--- config.mk ---
export PLATFORM = sky130hd
export DESIGN_NAME = dtmf_tone_pair_detector
export DESIGN_NICKNAME = d
export VERILOG_FILES = /design/src/hdl/dtmf_tpd_pkg.sv /design/src/hdl/dtmf_tone_pair_detector.sv /design/src/hdl/dtmf_tpd_floor.sv /design/src/hdl/dtmf_tpd_match.sv /design/src/hdl/dtmf_tpd_debounce.sv
export VERILOG_INCLUDE_DIRS = /design/src /design/src/hdl
export SDC_FILE = /design/constraint.sdc
export NUM_CORES = 1
export LEC_CHECK = 0
export ABC_AREA = 1
export BUFFER_PORTS_ARGS = -buffer_cell sky130_fd_sc_hd__buf_2
export CAP_MARGIN = 5
export CORE_UTILIZATION = 42
export DETAILED_ROUTE_END_ITERATION = 6
export PLACE_DENSITY_LB_ADDON = 0.3
export SLEW_MARGIN = 10
export SYNTH_ARGS = -nofsm -noshare
export SYNTH_HDL_FRONTEND = slang
export SYNTH_SLANG_ARGS = --single-unit
--- constraint.sdc ---
create_clock -name clk_i -period 30.3 [get_ports clk_i]
set_input_delay 3.03 -clock clk_i [delete_from_list [all_inputs] [get_ports clk_i]]
set_output_delay 3.03 -clock clk_i [all_outputs]
set_load 0.03 [all_outputs]
--- src/hdl/dtmf_tone_pair_detector_defines.svh ---
// Assertion macros used by the detector top level.
`ifndef DTMF_TONE_PAIR_DETECTOR_DEFINES_SVH
`define DTMF_TONE_PAIR_DETECTOR_DEFINES_SVH

// Concurrent assertion with an explicit clock and active-low reset.
`define DTPD_ASSERT_CLK(label, clk, rst_n, prop, msg) \
  label: assert property (@(posedge clk) disable iff (!rst_n) prop) else $error(msg);

// Concurrent assertion on the block clock and reset.
`define DTPD_ASSERT(label, prop, msg) \
  `DTPD_ASSERT_CLK(label, clk_i, rst_ni, prop, msg)

`endif

--- src/hdl/dtmf_tpd_pkg.sv ---
package dtmf_tpd_pkg;

  localparam int unsigned NumTones  = 7;
  localparam int unsigned NumRows   = 4;
  localparam int unsigned LevelW    = 16;
  localparam int unsigned SumW      = 19;  // five levels of 16 bits
  localparam int unsigned GainW     = 4;
  localparam int unsigned LimitW    = SumW + GainW;
  localparam int unsigned ToneW     = 3;

  localparam logic [GainW-1:0] GainReset = 4'd4;
  localparam logic [ToneW-1:0] FirstCol  = 3'd4;

  typedef struct packed {
    logic [LevelW-1:0] level_697;
    logic [LevelW-1:0] level_770;
    logic [LevelW-1:0] level_852;
    logic [LevelW-1:0] level_941;
    logic [LevelW-1:0] level_1209;
    logic [LevelW-1:0] level_1336;
    logic [LevelW-1:0] level_1477;
  } in_t;

  typedef struct packed {
    logic [6:0] key_char;
    logic [1:0] key_row;
    logic [1:0] key_col;
  } out_t;

  // Summary of the matching tones in one frame.
  typedef struct packed {
    logic             two;     // exactly two matches
    logic             below2;  // fewer than two matches
    logic [ToneW-1:0] m0;
    logic [ToneW-1:0] m1;
  } match_t;

  typedef enum logic [5:0] {
    PhIdle   = 6'b000001,
    PhSeen1  = 6'b000010,
    PhSeen2  = 6'b000100,
    PhHeld   = 6'b001000,
    PhQuiet1 = 6'b010000,
    PhQuiet2 = 6'b100000
  } phase_e;

  typedef logic [LevelW-1:0] levels_t [NumTones];

  function automatic levels_t unpack_levels(in_t d);
    levels_t lv;
    lv[0] = d.level_697;
    lv[1] = d.level_770;
    lv[2] = d.level_852;
    lv[3] = d.level_941;
    lv[4] = d.level_1209;
    lv[5] = d.level_1336;
    lv[6] = d.level_1477;
    return lv;
  endfunction

  // ASCII of the key at a keypad position.
  function automatic logic [6:0] key_lookup(logic [1:0] row, logic [1:0] col);
    logic [6:0] c;
    case ({row, col})
      4'b00_00: c = 7'h31;
      4'b00_01: c = 7'h32;
      4'b00_10: c = 7'h33;
      4'b01_00: c = 7'h34;
      4'b01_01: c = 7'h35;
      4'b01_10: c = 7'h36;
      4'b10_00: c = 7'h37;
      4'b10_01: c = 7'h38;
      4'b10_10: c = 7'h39;
      4'b11_00: c = 7'h2a;
      4'b11_01: c = 7'h30;
      4'b11_10: c = 7'h23;
      default:  c = 7'h31;
    endcase
    return c;
  endfunction

endpackage

--- src/hdl/dtmf_tone_pair_detector.sv ---
// DTMF tone-pair detector.
// Input channel (in_valid_i/in_ready_o/in_data_i): one analysis frame per
// transaction, seven noise-normalized tone levels from 697 to 1477 Hz.
// Output channel (out_valid_o/out_ready_i/out_data_o): one key per
// transaction (ASCII, row index, column index); most frames produce none.
// Config channel (cfg_valid_i/cfg_ready_o/cfg_data_i): threshold gain,
// always ready; write it only while no frame is in flight.
// Pipeline: input register, floor register, result register. A frame moves
// through them in that order; its key, if any, drives out_data_o.
// Throughput is one frame per cycle unless out_ready_i stalls; the critical
// path is the top-two search over seven levels, or gain multiply plus compare.
// A key is emitted on the frame right after two quiet frames, which in
// turn follow a pair held for three frames.
// Reset clears the pipeline, the debouncer (idle, no stored pair) and sets
// the gain to 4. When the receiver stalls, the result register holds and up
// to two more frames fill the input and floor registers before in_ready_o drops.
`include "dtmf_tone_pair_detector_defines.svh"

module dtmf_tone_pair_detector (
  input  logic                                clk_i,
  input  logic                                rst_ni,
  input  logic                                in_valid_i,
  output logic                                in_ready_o,
  input  dtmf_tpd_pkg::in_t                   in_data_i,
  output logic                                out_valid_o,
  input  logic                                out_ready_i,
  output dtmf_tpd_pkg::out_t                  out_data_o,
  input  logic                                cfg_valid_i,
  output logic                                cfg_ready_o,
  input  logic [dtmf_tpd_pkg::GainW-1:0]      cfg_data_i
);

  logic [dtmf_tpd_pkg::GainW-1:0] gain_q;

  logic                          s1_valid_q, s2_valid_q, out_valid_q;
  dtmf_tpd_pkg::in_t             s1_data_q, s2_data_q;
  logic [dtmf_tpd_pkg::SumW-1:0] sum5, s2_sum5_q;
  dtmf_tpd_pkg::out_t            out_data_q;

  logic out_free, s2_fire, s2_ready, s1_move, in_fire;
  logic res_valid;
  dtmf_tpd_pkg::match_t match;
  dtmf_tpd_pkg::out_t   res;

  assign cfg_ready_o = 1'b1;

  always_ff @(posedge clk_i or negedge rst_ni) begin
    if (!rst_ni) begin
      gain_q <= dtmf_tpd_pkg::GainReset;
    end else if (cfg_valid_i) begin
      gain_q <= cfg_data_i;
    end
  end

  assign out_free   = !out_valid_q || out_ready_i;
  assign s2_fire    = s2_valid_q && out_free;
  assign s2_ready   = !s2_valid_q || s2_fire;
  assign s1_move    = s1_valid_q && s2_ready;
  assign in_ready_o = !s1_valid_q || s1_move;
  assign in_fire    = in_valid_i && in_ready_o;

  dtmf_tpd_floor u_floor (
    .frame_i (s1_data_q),
    .sum5_o  (sum5)
  );

  dtmf_tpd_match u_match (
    .frame_i (s2_data_q),
    .sum5_i  (s2_sum5_q),
    .gain_i  (gain_q),
    .match_o (match)
  );

  dtmf_tpd_debounce u_debounce (
    .clk_i       (clk_i),
    .rst_ni      (rst_ni),
    .fire_i      (s2_fire),
    .match_i     (match),
    .res_valid_o (res_valid),
    .res_o       (res)
  );

  always_ff @(posedge clk_i or negedge rst_ni) begin
    if (!rst_ni) begin
      s1_valid_q  <= 1'b0;
      s2_valid_q  <= 1'b0;
      out_valid_q <= 1'b0;
    end else begin
      if (in_ready_o) begin
        s1_valid_q <= in_valid_i;
      end
      if (s2_ready) begin
        s2_valid_q <= s1_valid_q;
      end
      if (s2_fire) begin
        out_valid_q <= res_valid;
      end else if (out_ready_i) begin
        out_valid_q <= 1'b0;
      end
    end
  end

  // payload registers: load on advance, hold otherwise
  always_ff @(posedge clk_i) begin
    if (in_fire) begin
      s1_data_q <= in_data_i;
    end
    if (s1_move) begin
      s2_data_q <= s1_data_q;
      s2_sum5_q <= sum5;
    end
    if (s2_fire && res_valid) begin
      out_data_q <= res;
    end
  end

  assign out_valid_o = out_valid_q;
  assign out_data_o  = out_data_q;

  `DTPD_ASSERT(a_no_overwrite, (out_valid_q && !out_ready_i) |-> !s2_fire,
               "debouncer advanced while a result was stalled")
  `DTPD_ASSERT(a_empty_ready, !s1_valid_q |-> in_ready_o,
               "input stage empty but not ready")
  `DTPD_ASSERT(a_col_range, out_valid_o |-> (out_data_o.key_col != 2'd3),
               "column index out of range")

endmodule

--- src/hdl/dtmf_tpd_floor.sv ---
// Sum of the five smallest levels: total minus the two largest.
module dtmf_tpd_floor (
  input  dtmf_tpd_pkg::in_t              frame_i,
  output logic [dtmf_tpd_pkg::SumW-1:0]  sum5_o
);

  dtmf_tpd_pkg::levels_t lv;
  logic [dtmf_tpd_pkg::LevelW-1:0] big1, big2;
  logic [dtmf_tpd_pkg::SumW-1:0]   total;

  assign lv = dtmf_tpd_pkg::unpack_levels(frame_i);

  always_comb begin
    big1  = '0;
    big2  = '0;
    total = '0;
    for (int i = 0; i < dtmf_tpd_pkg::NumTones; i++) begin
      total = total + dtmf_tpd_pkg::SumW'(lv[i]);
      if (lv[i] > big1) begin
        big2 = big1;
        big1 = lv[i];
      end else if (lv[i] > big2) begin
        big2 = lv[i];
      end
    end
  end

  assign sum5_o = total - dtmf_tpd_pkg::SumW'(big1) - dtmf_tpd_pkg::SumW'(big2);

endmodule

--- src/hdl/dtmf_tpd_match.sv ---
// Scale the floor by the gain and find the tones strictly above it.
module dtmf_tpd_match (
  input  dtmf_tpd_pkg::in_t               frame_i,
  input  logic [dtmf_tpd_pkg::SumW-1:0]   sum5_i,
  input  logic [dtmf_tpd_pkg::GainW-1:0]  gain_i,
  output dtmf_tpd_pkg::match_t            match_o
);

  dtmf_tpd_pkg::levels_t lv;
  logic [dtmf_tpd_pkg::LimitW-1:0] limit;
  logic [1:0]                      cnt;
  logic [dtmf_tpd_pkg::ToneW-1:0]  m0, m1;
  logic                            many;

  assign lv    = dtmf_tpd_pkg::unpack_levels(frame_i);
  assign limit = dtmf_tpd_pkg::LimitW'(sum5_i) * dtmf_tpd_pkg::LimitW'(gain_i);

  always_comb begin
    cnt  = '0;
    m0   = '0;
    m1   = '0;
    many = 1'b0;
    for (int i = 0; i < dtmf_tpd_pkg::NumTones; i++) begin
      if (dtmf_tpd_pkg::LimitW'(lv[i]) > limit) begin
        if (cnt == 2'd0) begin
          m0 = dtmf_tpd_pkg::ToneW'(i);
        end else if (cnt == 2'd1) begin
          m1 = dtmf_tpd_pkg::ToneW'(i);
        end
        if (cnt == 2'd2) begin
          many = 1'b1;
        end else begin
          cnt = cnt + 2'd1;
        end
      end
    end
  end

  assign match_o.two    = (cnt == 2'd2) && !many;
  assign match_o.below2 = (cnt < 2'd2);
  assign match_o.m0     = m0;
  assign match_o.m1     = m1;

endmodule

--- src/hdl/dtmf_tpd_debounce.sv ---
// Frame debouncer: pair seen in three frames, two quiet frames, then emit.
module dtmf_tpd_debounce (
  input  logic                 clk_i,
  input  logic                 rst_ni,
  input  logic                 fire_i,
  input  dtmf_tpd_pkg::match_t match_i,
  output logic                 res_valid_o,
  output dtmf_tpd_pkg::out_t   res_o
);

  dtmf_tpd_pkg::phase_e phase_q, phase_d;
  logic [dtmf_tpd_pkg::ToneW-1:0] first_q, first_d, second_q, second_d;
  logic same, row_col, col_row;
  logic [1:0] row, col;

  assign same = match_i.two && (match_i.m0 == first_q) && (match_i.m1 == second_q);

  assign row_col = (first_q < dtmf_tpd_pkg::FirstCol) && (second_q >= dtmf_tpd_pkg::FirstCol);
  assign col_row = (first_q >= dtmf_tpd_pkg::FirstCol) && (second_q < dtmf_tpd_pkg::FirstCol);

  always_comb begin
    if (row_col) begin
      row = first_q[1:0];
      col = 2'(second_q - dtmf_tpd_pkg::FirstCol);
    end else begin
      row = second_q[1:0];
      col = 2'(first_q - dtmf_tpd_pkg::FirstCol);
    end
  end

  always_comb begin
    phase_d     = phase_q;
    first_d     = first_q;
    second_d    = second_q;
    res_valid_o = 1'b0;
    case (phase_q)
      dtmf_tpd_pkg::PhSeen1:  phase_d = same ? dtmf_tpd_pkg::PhSeen2 : dtmf_tpd_pkg::PhIdle;
      dtmf_tpd_pkg::PhSeen2:  phase_d = same ? dtmf_tpd_pkg::PhHeld : dtmf_tpd_pkg::PhIdle;
      dtmf_tpd_pkg::PhHeld:   phase_d = match_i.below2 ? dtmf_tpd_pkg::PhQuiet1
                                                       : dtmf_tpd_pkg::PhHeld;
      dtmf_tpd_pkg::PhQuiet1: phase_d = match_i.below2 ? dtmf_tpd_pkg::PhQuiet2
                                                       : dtmf_tpd_pkg::PhIdle;
      dtmf_tpd_pkg::PhQuiet2: begin
        phase_d     = dtmf_tpd_pkg::PhIdle;
        res_valid_o = fire_i && (row_col || col_row);
      end
      default: begin
        // idle: latch a fresh pair
        if (match_i.two) begin
          first_d  = match_i.m0;
          second_d = match_i.m1;
          phase_d  = dtmf_tpd_pkg::PhSeen1;
        end else begin
          phase_d = dtmf_tpd_pkg::PhIdle;
        end
      end
    endcase
  end

  assign res_o.key_char = dtmf_tpd_pkg::key_lookup(row, col);
  assign res_o.key_row  = row;
  assign res_o.key_col  = col;

  always_ff @(posedge clk_i or negedge rst_ni) begin
    if (!rst_ni) begin
      phase_q  <= dtmf_tpd_pkg::PhIdle;
      first_q  <= '0;
      second_q <= '0;
    end else if (fire_i) begin
      phase_q  <= phase_d;
      first_q  <= first_d;
      second_q <= second_d;
    end
  end

endmodule
* Word level (Yosys, flattened, before mapping)
Memories as Yosys holds them, arrays and structs flattened. A register that Yosys moved wholly into a read port is not among the register bits. Cells that the tools add are included.
Word-level totals: logic and storage cells 201, memories kept 1, flip-flop bits (word level) 273, output and inout port bits 14, ROM bits 80, bits of input ports 121
Cells by class: multipliers 1, mux-type cells 85, eq/ne operators 20, reductions and logical operators 27, bitwise logic cells 1, $add $sub $neg 16, $lt $le $gt $ge 25
Memories:
- (no name shown) | words 16, bits a word 5, rd ports 1, clocked after Yosys merged registers in 1, write ports 0, RTL line dtmf_tpd_pkg.sv:64 | case ({row, col})
Operators with widths (number):
- 2-to-1 mux 16 bit | 19
- greater-than comparator 16 bit | 11
- greater-than comparator 16 x 23 -> 1 bit | 7
- adder 19 x 16 -> 19 bit | 5
- 2-to-1 mux 3 bit | 29
- subtractor 19 x 16 -> 19 bit | 2
- greater-than comparator 16 x 1 -> 1 bit (second input constant) | 2
- 2-to-1 mux 2 bit | 15
- case mux 6 bit (5 select lines) | 1
- multiplier 19 x 4 -> 23 bit | 1
- 2-to-1 mux 1 bit | 18
- adder 16 x 16 -> 17 bit | 1
- equality test 2 bit (second input constant) | 6
- logical NOT 2 bit | 6
- adder 2 x 1 -> 2 bit (second input constant) | 5
- equality test 2 x 1 -> 1 bit (second input constant) | 5
- logical AND 1 bit | 10
- equality test 3 bit | 2
- equality test 6 x 2 -> 1 bit (second input constant) | 1
- equality test 6 x 3 -> 1 bit (second input constant) | 1
- equality test 6 x 4 -> 1 bit (second input constant) | 1
- equality test 6 x 5 -> 1 bit (second input constant) | 1
- equality test 6 bit (second input constant) | 1
- >= comparator 3 bit (second input constant) | 2
- 15 further kinds | 23

* Depth between registers and ports, before layout
Gate-level depths: netlist of the first run.
depth in word-level cells 27, mapped depth 115, depth with buffers taken out 108

* Hierarchy
From an unflattened synthesis of the first run, not the netlist that was laid out.
Unflattened totals: cell total of the unflattened synthesis 2998, area, all modules 25504.5 µm²
By module, submodules not included:
- dtmf_tpd_floor | area an instance 10496.3 µm², instances 1, cells an instance 1613
- dtmf_tone_pair_detector | area an instance 7941.4 µm², instances 1, cells an instance 293
- dtmf_tpd_match | area an instance 6045.8 µm², instances 1, cells an instance 946
- dtmf_tpd_debounce | area an instance 1021.0 µm², instances 1, cells an instance 146

* Least setup slack after synthesis of the first run
No wires, ideal clock.
path type reg-to-reg, start register s1_data_q[81] (netlist name), end register s2_sum5_q[17] (netlist name) (data pin), slack 15.230 ns, buffers on the path 9, data arrival time 14.813 ns, stages on the path, launching flop included 102, data required time 30.043 ns, period minus slack after synthesis 15.070 ns, cell sequence edfxtp_1 ha_1 nand2_1 nand2_1 nand2_1 nand2_1 nand2_1 nand2_1 nand2_2 nand2_4 nand2_4 clkbuf_1 clkbuf_1 nand2_1 o21ai_0 inv_1 ha_1 nand2_1 [... 66 more ...] ha_1 nand2_1 nor2_1 a211oi_1 o21ai_0 nand3_1 nand2_1 a21oi_1 inv_1 a21oi_1 o21ai_0 a21oi_1 inv_1 a21oi_1 nor2_1 o21ai_0 nand2_1 xor2_1
Between the ends: cells in the longest elaborated chain, start to end 19, elaborated cells on any way between the ends 38, classes of those cells 8 x add/sub; 12 x order compare; 18 x mux
RTL lines:
- from (decl) | RTL line dtmf_tone_pair_detector.sv:36 | dtmf_tpd_pkg::in_t s1_data_q, s2_data_q;
- from (signal assigned) | RTL line dtmf_tone_pair_detector.sv:106 | s1_data_q <= in_data_i;
- branches (longest 18 deep; another with greater-than comparator 16 bit)
- subtractor 19 x 16 -> 19 bit * | RTL line dtmf_tpd_floor.sv:28 | assign sum5_o = total - dtmf_tpd_pkg::SumW'(big1) - dtmf_tpd_pkg::SumW'(big2);
- net sum5, one bit | RTL line dtmf_tone_pair_detector.sv:37 | logic [dtmf_tpd_pkg::SumW-1:0] sum5, s2_sum5_q;
- to (signal assigned) | RTL line dtmf_tone_pair_detector.sv:110 | s2_sum5_q <= sum5;
- to (decl) | RTL line dtmf_tone_pair_detector.sv:37
Mark *: on every way through the listed nets, which the timed path passes. A chain may end at the register's enable or synchronous reset.

* Worst setup path after layout of the first run
start register s1_data_q[92] (netlist name), end register s2_sum5_q[17] (netlist name) (data pin)
The elaborated chain is that of the path after synthesis.

==> run_results.csv, run 1 <==
group,metric,value,unit
outcome,status,"completed",
cts,clk_pin_slew,60,ps
global_routing,grt_pass1_wl,120.3,mm
min_path,whs_path_depth,0,
cts,cts_buffer_depth,3,
global_routing,antenna_found_initial,4,
drt,drc,0,
synth,yosysSeqAreaShare,0.3253,
run,drv_cap,0,
setup_path,worst_path_most_repeated_cell,"nand2_1",
placement,place_congestion,0.9868,
synth,synth_edf_count,252,
setup_path,reg2reg_to,"s2_sum5_q[17]$_DFFE_PP_",
sta,hold_viol_final,0,
drt,routed_via_density,5.573,
synth,ys_warn_count,0,
cts,post_cts_buffers,0,
global_routing,grt_max_degree,75,
layout,n_fill_cell,5576,
placement,place.port_buffers,131,
drt,drt-initial-drc-count,1820,
die,dieArea,59850,um2
synth,synthMuxAreaShare,0.001821,
layout,nets,3528,
setup_path,r2r_slack,10150,ps
die,die_y,244.6,um
sta,tightest_slew,1113,ps
cts,cts-buffers-inserted,36,
die,rows,88,
drt,routedWlPerCell,21.48,um
min_path,min_from,"s1_data_q[0]$_DFFE_PP_",
cts,root_buffer,"clkbuf_16",
sta,fin_crit_sh,0.6650,
synth,synth.distinct_cells,66,
global_routing,grt_usage,0.2679,
cts,htree_levels,2,
drt,drtPass1Iterations,6,
synth,synth_area_per_cell,8.889,um2
setup_path,critPathCaptureType,"register",
setup_path,r2r-start,"s1_data_q[92]$_DFFE_PP_",
cts,cts_tree,"built",
sta,finalCriticalPeriod,20150,ps
synth,synth_compound_area_frac,0.1230,
placement,hpwl,64.45,mm
setup_path,max_stage_delay,1010,ps
layout,antenna_cells,0,
cts,cts_sinks,271,
drt,ant_nets,0,
global_routing,overflow,0,
setup_path,r2r_cells,85,
setup_path,startpoint_type,"register",
die,dieWidth,244.6,um
min_path,hold_end,"s2_data_q[0]$_DFFE_PP_",
layout,area_delta_synth_final,10.98,%
sta,slew_viol_final,0,
synth,async_reset_ff_frac,0.07011,
cts,cts_hold_buf,0,
die,initial_utilization,0.4270,
layout,drive_gt1_frac,0.09949,
synth,ys.flop_type,"edfxtp_1",
synth,yosys.area_share.simple,0.1605,
die,core,57920,um2
die,io_pins,135,
sta,max_freq,49.63,MHz
cts,postCtsResizedCells,0,
setup_path,cp.required,30610,ps
global_routing,grt_pass1_vias,20350,
synth,synth_area,24730,um2
min_path,hold_path_class,"reg2reg",
synth,yosys_register_bits,271,
sta,fin_tns_setup,0,ps
setup_path,critical_path_class,"reg2reg",
sta,relSlewSlack,0.2501,
setup_path,critPathSlowestCell,"o21ai_0",
synth,synth_xor_area_frac,0.01842,
synth,synth_top_family_by_area,"adder cells",
synth,synth-adder-area-share,0.2917,
cts,clock_latency,580,ps
synth,netlist_instances,2782,
drt,vias,20620,
setup_path,critPathMaxFanout,64,
sta,setup_viol,0,
sta,rsz0062_at_grt,"no",
drt,wirelength,79.47,mm
setup_path,arrival,20460,ps
sta,clock_skew,25.17,ps
cell type report:
type                    instances  area, um2  area share
multi-input cells            2005      14740      0.5371
flip-flops and latches        271       8045      0.2931
inverters                     445       1675     0.06104
clock buffers                  44      994.7     0.03624
well taps                     765      957.2     0.03488
repair buffers                150      798.3     0.02909
clock inverters                20      232.7    0.008480
registers in the layout (all words and copies together), names as in the netlist:
signal and count:
s2_sum5_q 19, out_data_o 9, out_valid_o 1, s2_valid_q 1, gain_q 4, s2_data_q 112, u_debounce.phase_q 6, s1_data_q 112
u_debounce.second_q 3, u_debounce.first_q 3, s1_valid_q 1
worst max path at each step:
stage                              from                      end  slack, ps
2_1_floorplan   s1_data_q[81]$_DFFE_PP_  s2_sum5_q[17]$_DFFE_PP_      15230
3_3_place_gp    s1_data_q[92]$_DFFE_PP_  s2_sum5_q[17]$_DFFE_PP_      10890
3_5_place_dp    s1_data_q[95]$_DFFE_PP_  s2_sum5_q[17]$_DFFE_PP_      10550
4_1_cts         s1_data_q[92]$_DFFE_PP_  s2_sum5_q[17]$_DFFE_PP_      10430
5_1_grt        s1_data_q[109]$_DFFE_PP_  s2_sum5_q[17]$_DFFE_PP_       8450
6_report        s1_data_q[92]$_DFFE_PP_  s2_sum5_q[17]$_DFFE_PP_      10150
metal layers:
metal,routed length (um),up-vias,share of wire,global-route usage
li1,-,9679,-,-
met5,0,-,0,0
met4,4139,0,0.052,0.1353
met2,35340,843,0.44,0.4215
met1,34360,9896,0.43,0.3616
met3,5632,201,0.071,0.03575
through the flow:
stage	hold WS (ps)	util	setup WS, ps	instance area (um2)	cells
detailed placement	460.5	0.4526	10550	26210	3636
finish	465.1	0.4739	10150	27450	3700
floorplan	426.4	-	15230	24730	2783
global route	482.1	0.4739	8454	27450	3700
CTS	475.8	0.4738	10430	27440	3700
global placement	443.6	0.4526	10890	26210	3636
synthesized netlist by cell type (13+ instances only):
cell	n	share of area
nand2_1	543	0.082
inv_1	431	0.065
ha_1	367	0.19
edfxtp_1	252	0.31
a21oi_1	202	0.041
o21ai_0	194	0.039
nor2_1	142	0.022
fa_1	131	0.11
nand3_1	88	0.018
clkbuf_1	46	0.0070
nand4_1	42	0.011
xor2_1	35	0.012
nor3_1	25	0.0051
nand2_2	21	0.0053
dfrtp_1	17	0.017
o22ai_1	17	0.0043
xnor2_1	17	0.0060
a211oi_1	16	0.0049
o21bai_1	15	0.0046
a21o_1	13	0.0039
cells in the final DEF (no fill, tap or decap), drive strengths merged, types with 3 or more instances in the layout:
cell type / netlist / final
a211oi: 16 / 16
a21o: 13 / 13
a21oi: 204 / 204
a31oi: 9 / 9
buf: 16 / 150
bufinv: 0 / 3
clkbuf: 46 / 44
clkinv: 3 / 14
clkinvlp: 0 / 3
conb: 2 / 3
dfrtp: 17 / 17
edfxtp: 252 / 252
fa: 131 / 131
ha: 367 / 367
inv: 442 / 445
mux2: 4 / 4
nand2: 570 / 570
nand3: 101 / 101
nand4: 44 / 44
nor2: 145 / 145
nor3: 27 / 27
nor4: 8 / 8
o2111ai: 3 / 3
o211ai: 6 / 6
o21a: 10 / 10
o21ai: 209 / 209
o21bai: 15 / 15
o221a: 3 / 3
o221ai: 9 / 9
o22ai: 17 / 17
o311ai: 4 / 4
o31ai: 8 / 8
or2: 9 / 9
xnor2: 17 / 17
xor2: 35 / 35
kinds of logic (layout without fill, tap and decap cells):
kind of cell / Yosys count / in the layout
AND/OR/NAND/NOR: 910 / 910
AO/OA/AOI/OAI: 538 / 538
buffers and inverters: 507 / 659
adder cells (fa/ha/maj): 498 / 498
flip-flops: 271 / 271
XOR/XNOR: 52 / 52
multiplexers: 4 / 4
other: 2 / 3
critical path, delay by kind of cell, from the launching register on:
family | cells | cell delay (ps)
AOI/OAI and AO/OA | 28 | 7230
adders and majority gates | 11 | 4560
buffers and inverters | 16 | 4110
and+or+nand+nor | 29 | 3290
DFF | 1 | 470
xor gates and xnor gates | 1 | 140
Power of run 1 is left out: the tool's default activity adds up to more than one toggle a clock period on the data nets, which glitch-free logic cannot reach.
==> run 2, diff against run 1 <==
ABC_AREA = 0   (was 1)
clock period = 19.53 ns   (was 30.3 ns; I/O delays follow)
==> run 2 against run 1 <==
Net effect:
- global-route usage rose by 0.19 points
- cell area rose by 7.4%
- maximum frequency rose by 7.3%
- clock-buffer cell count did not move
- area after synthesis rose by 1.6%
- first-iteration DRC count fell by 25%
- via count fell by 0.40%
==> run_results.csv, run 2 <==
group,metric,value,unit
outcome,status,"completed",
cts,clock_latency,560,ps
synth,synth_compound_area_frac,0.1512,
placement,hpwl,65.84,mm
drt,ant_nets,0,
synth,ys_warn_count,0,
synth,yosys_register_bits,271,
sta,clock_skew,17.90,ps
die,core,59020,um2
die,io_pins,135,
placement,dp_worst_setup_slack,-277.9,ps
synth,ys.flop_type,"edfxtp_1",
layout,nets,3387,
setup_path,r2r_slack,750,ps
die,rows,89,
cts,cts_buffer_depth,3,
setup_path,critPathSlowestCell,"fa_2",
global_routing,antenna_found_initial,0,
placement,place.port_buffers,131,
synth,synth_area,25120,um2
placement,place_congestion,0.9669,
synth,synth_xor_area_frac,0.01673,
synth,yosysSeqAreaShare,0.3202,
synth,yosys.area_share.simple,0.1224,
drt,vias,20540,
synth,netlist_instances,2494,
drt,drtPass1Iterations,5,
drt,wirelength,82.23,mm
setup_path,worst_path_most_repeated_cell,"a21oi_2",
layout,mostFrequentLayoutCells,"ha_1 (359), inv_1 (268), edfxtp_1 (252), nor2_1 (172)",
cts,clk_pin_slew,60,ps
die,initial_utilization,0.4257,
setup_path,critical_path_class,"reg2reg",
synth,synthMuxAreaShare,0.05005,
drt,routed_via_density,5.756,
synth,yosys.area.top_type,"edfxtp_1",
sta,setup_viol,0,
setup_path,critPathCaptureType,"register",
layout,area_delta_synth_final,17.33,%
min_path,hold_path_class,"reg2reg",
layout,mostFrequentLayoutCell,"ha_1",
cts,cts-buffers-inserted,35,
sta,timing.final.ws_setup,747.5,ps
cts,root_buffer,"clkbuf_16",
setup_path,max_stage_delay,560,ps
die,dieArea,60800,um2
synth,synth_area_per_cell,10.07,um2
sta,relSlewSlack,0.2697,
synth,synth_area_leaders,"edfxtp_1 (30%), ha_1 (18%), fa_1 (10%), inv_1 (4.0%), a21oi_1 (3.8%)",
cts,cts_tree,"built",
global_routing,grt_pass1_wl,121.7,mm
sta,hold_viol_final,0,
synth,synth-adder-area-share,0.2883,
cts,cts_sinks,271,
sta,tightest_slew,1086,ps
global_routing,overflow,0,
synth,synth_top_family_by_area,"adder cells",
run,drv_cap,0,
setup_path,critPathMaxFanout,7,
min_path,whs_path_depth,1,
setup_path,cp.required,19820,ps
die,dieWidth,246.6,um
global_routing,grt_pass1_vias,20450,
drt,drc,0,
setup_path,r2r-start,"s1_data_q[81]$_DFFE_PP_",
layout,drive_gt1_frac,0.1736,
synth,yosysTopAreaCellShare,0.3012,
sta,finalCriticalPeriod,18780,ps
setup_path,reg2reg_to,"s2_sum5_q[17]$_DFFE_PP_",
setup_path,startpoint,"s1_data_q[81]$_DFFE_PP_",
synth,async_reset_ff_frac,0.07011,
setup_path,cp-endpoint,"s2_sum5_q[17]$_DFFE_PP_",
synth,synthTopCellsByCount,"ha_1 (367), inv_1 (268), edfxtp_1 (252)",
global_routing,grt_max_degree,77,
synth,synth_edf_count,252,
die,die_y,246.6,um
drt,drt-initial-drc-count,1366,
drt,routedWlPerCell,23.05,um
setup_path,startpoint_type,"register",
sta,max_freq,53.24,MHz
setup_path,r2r_cells,101,
cts,htree_levels,2,
synth,synth.distinct_cells,86,
sta,slew_viol_final,0,
layout,reg_top3,"s1_data_q x112, s2_data_q x112, s2_sum5_q x19",
setup_path,arrival,19080,ps
sta,fin_crit_sh,0.9617,
synth,post-synth-top-count-cell,"ha_1",
global_routing,grt_usage,0.2698,
-- run 2: cell types whose count changed after synthesis, sizes merged, moves of 21 or more --
cell / delta
mux2: +41
a21o: +53
and2: +31
xor2: -21
o21a: +42
o21ai: -67
inv: -174
mux2i: +69
nand2b: +37
nor2b: +38
nand2: -398
nor2: +30
nand3: -77
-- run 2: worst max-delay path: cells and delay by family (launching register included) --
family	cells	cell delay (ps)
multiplexers	6	1620
flip-flops	1	390
AND/OR/NAND/NOR	23	2660
AO/OA/AOI/OAI	52	8700
XOR/XNOR	1	120
adder cells (fa/ha/maj)	11	3960
buffers and inverters	8	960
-- run 2: worst min-delay path by stage --
stage	from	to	slack (ps)
2_1_floorplan	s1_data_q[0]$_DFFE_PP_	s2_data_q[0]$_DFFE_PP_	430
3_3_place_gp	s1_valid_q$_DFFE_PN0N_	s2_valid_q$_DFFE_PN0P_	490
3_5_place_dp	s1_valid_q$_DFFE_PN0N_	s2_valid_q$_DFFE_PN0P_	490
4_1_cts	s1_valid_q$_DFFE_PN0N_	s2_valid_q$_DFFE_PN0P_	500
5_1_grt	s1_valid_q$_DFFE_PN0N_	s2_valid_q$_DFFE_PN0P_	510
6_report	s1_valid_q$_DFFE_PN0N_	s2_valid_q$_DFFE_PN0P_	500
-- run 2: metal layers --
metal	wire, um	vias up	track usage
li1	-	9545	-
met1	35300	10060	0.3570
met2	37950	760	0.4394
met3	5139	174	0.03301
met4	3837	0	0.1238
met5	0	-	0
-- run 2: layout make-up --
cell class,instances,area [um2]
Antenna cell,2,5.005
Clock buffer,44,909.6
Clock inverter,18,196.4
Fill cell,5374,29540
Inverter,269,1011
Multi-Input combinational cell,1892,16290
Sequential cell,271,8045
Tap cell,773,967.2
Timing Repair Buffer,299,2052
-- run 2: cell families after synthesis --
kind of cell | after synthesis
mux | 115
buf+inv | 332
simple gates | 631
compound gates | 594
fa+ha+maj | 501
other cells | 2
xor+xnor | 48
flops | 271
-- run 2: stage by stage --
step | utilization | TNS (ps) | std cells | hold WS (ps) | cell area [um2]
2_1_floorplan | - | 0 | 2495 | 426.4 | 25170
3_3_place_gp | 0.4676 | 0 | 3468 | 492.9 | 27600
3_5_place_dp | 0.4676 | -510.6 | 3468 | 493.1 | 27600
4_1_cts | 0.4875 | 0 | 3538 | 503.9 | 28770
5_1_grt | 0.4994 | -661.1 | 3566 | 511.8 | 29470
6_report | 0.4995 | 0 | 3568 | 502.8 | 29480
-- run 2: what timing repair did --
action	in CTS	in global routing
cloned	1	2
endpoints found under the setup margin	4	12
resized for setup	7	107
pin swaps	3	62
setup buffers	7	26
hold buffers	0	0
Power of run 2 is left out for the same reason.
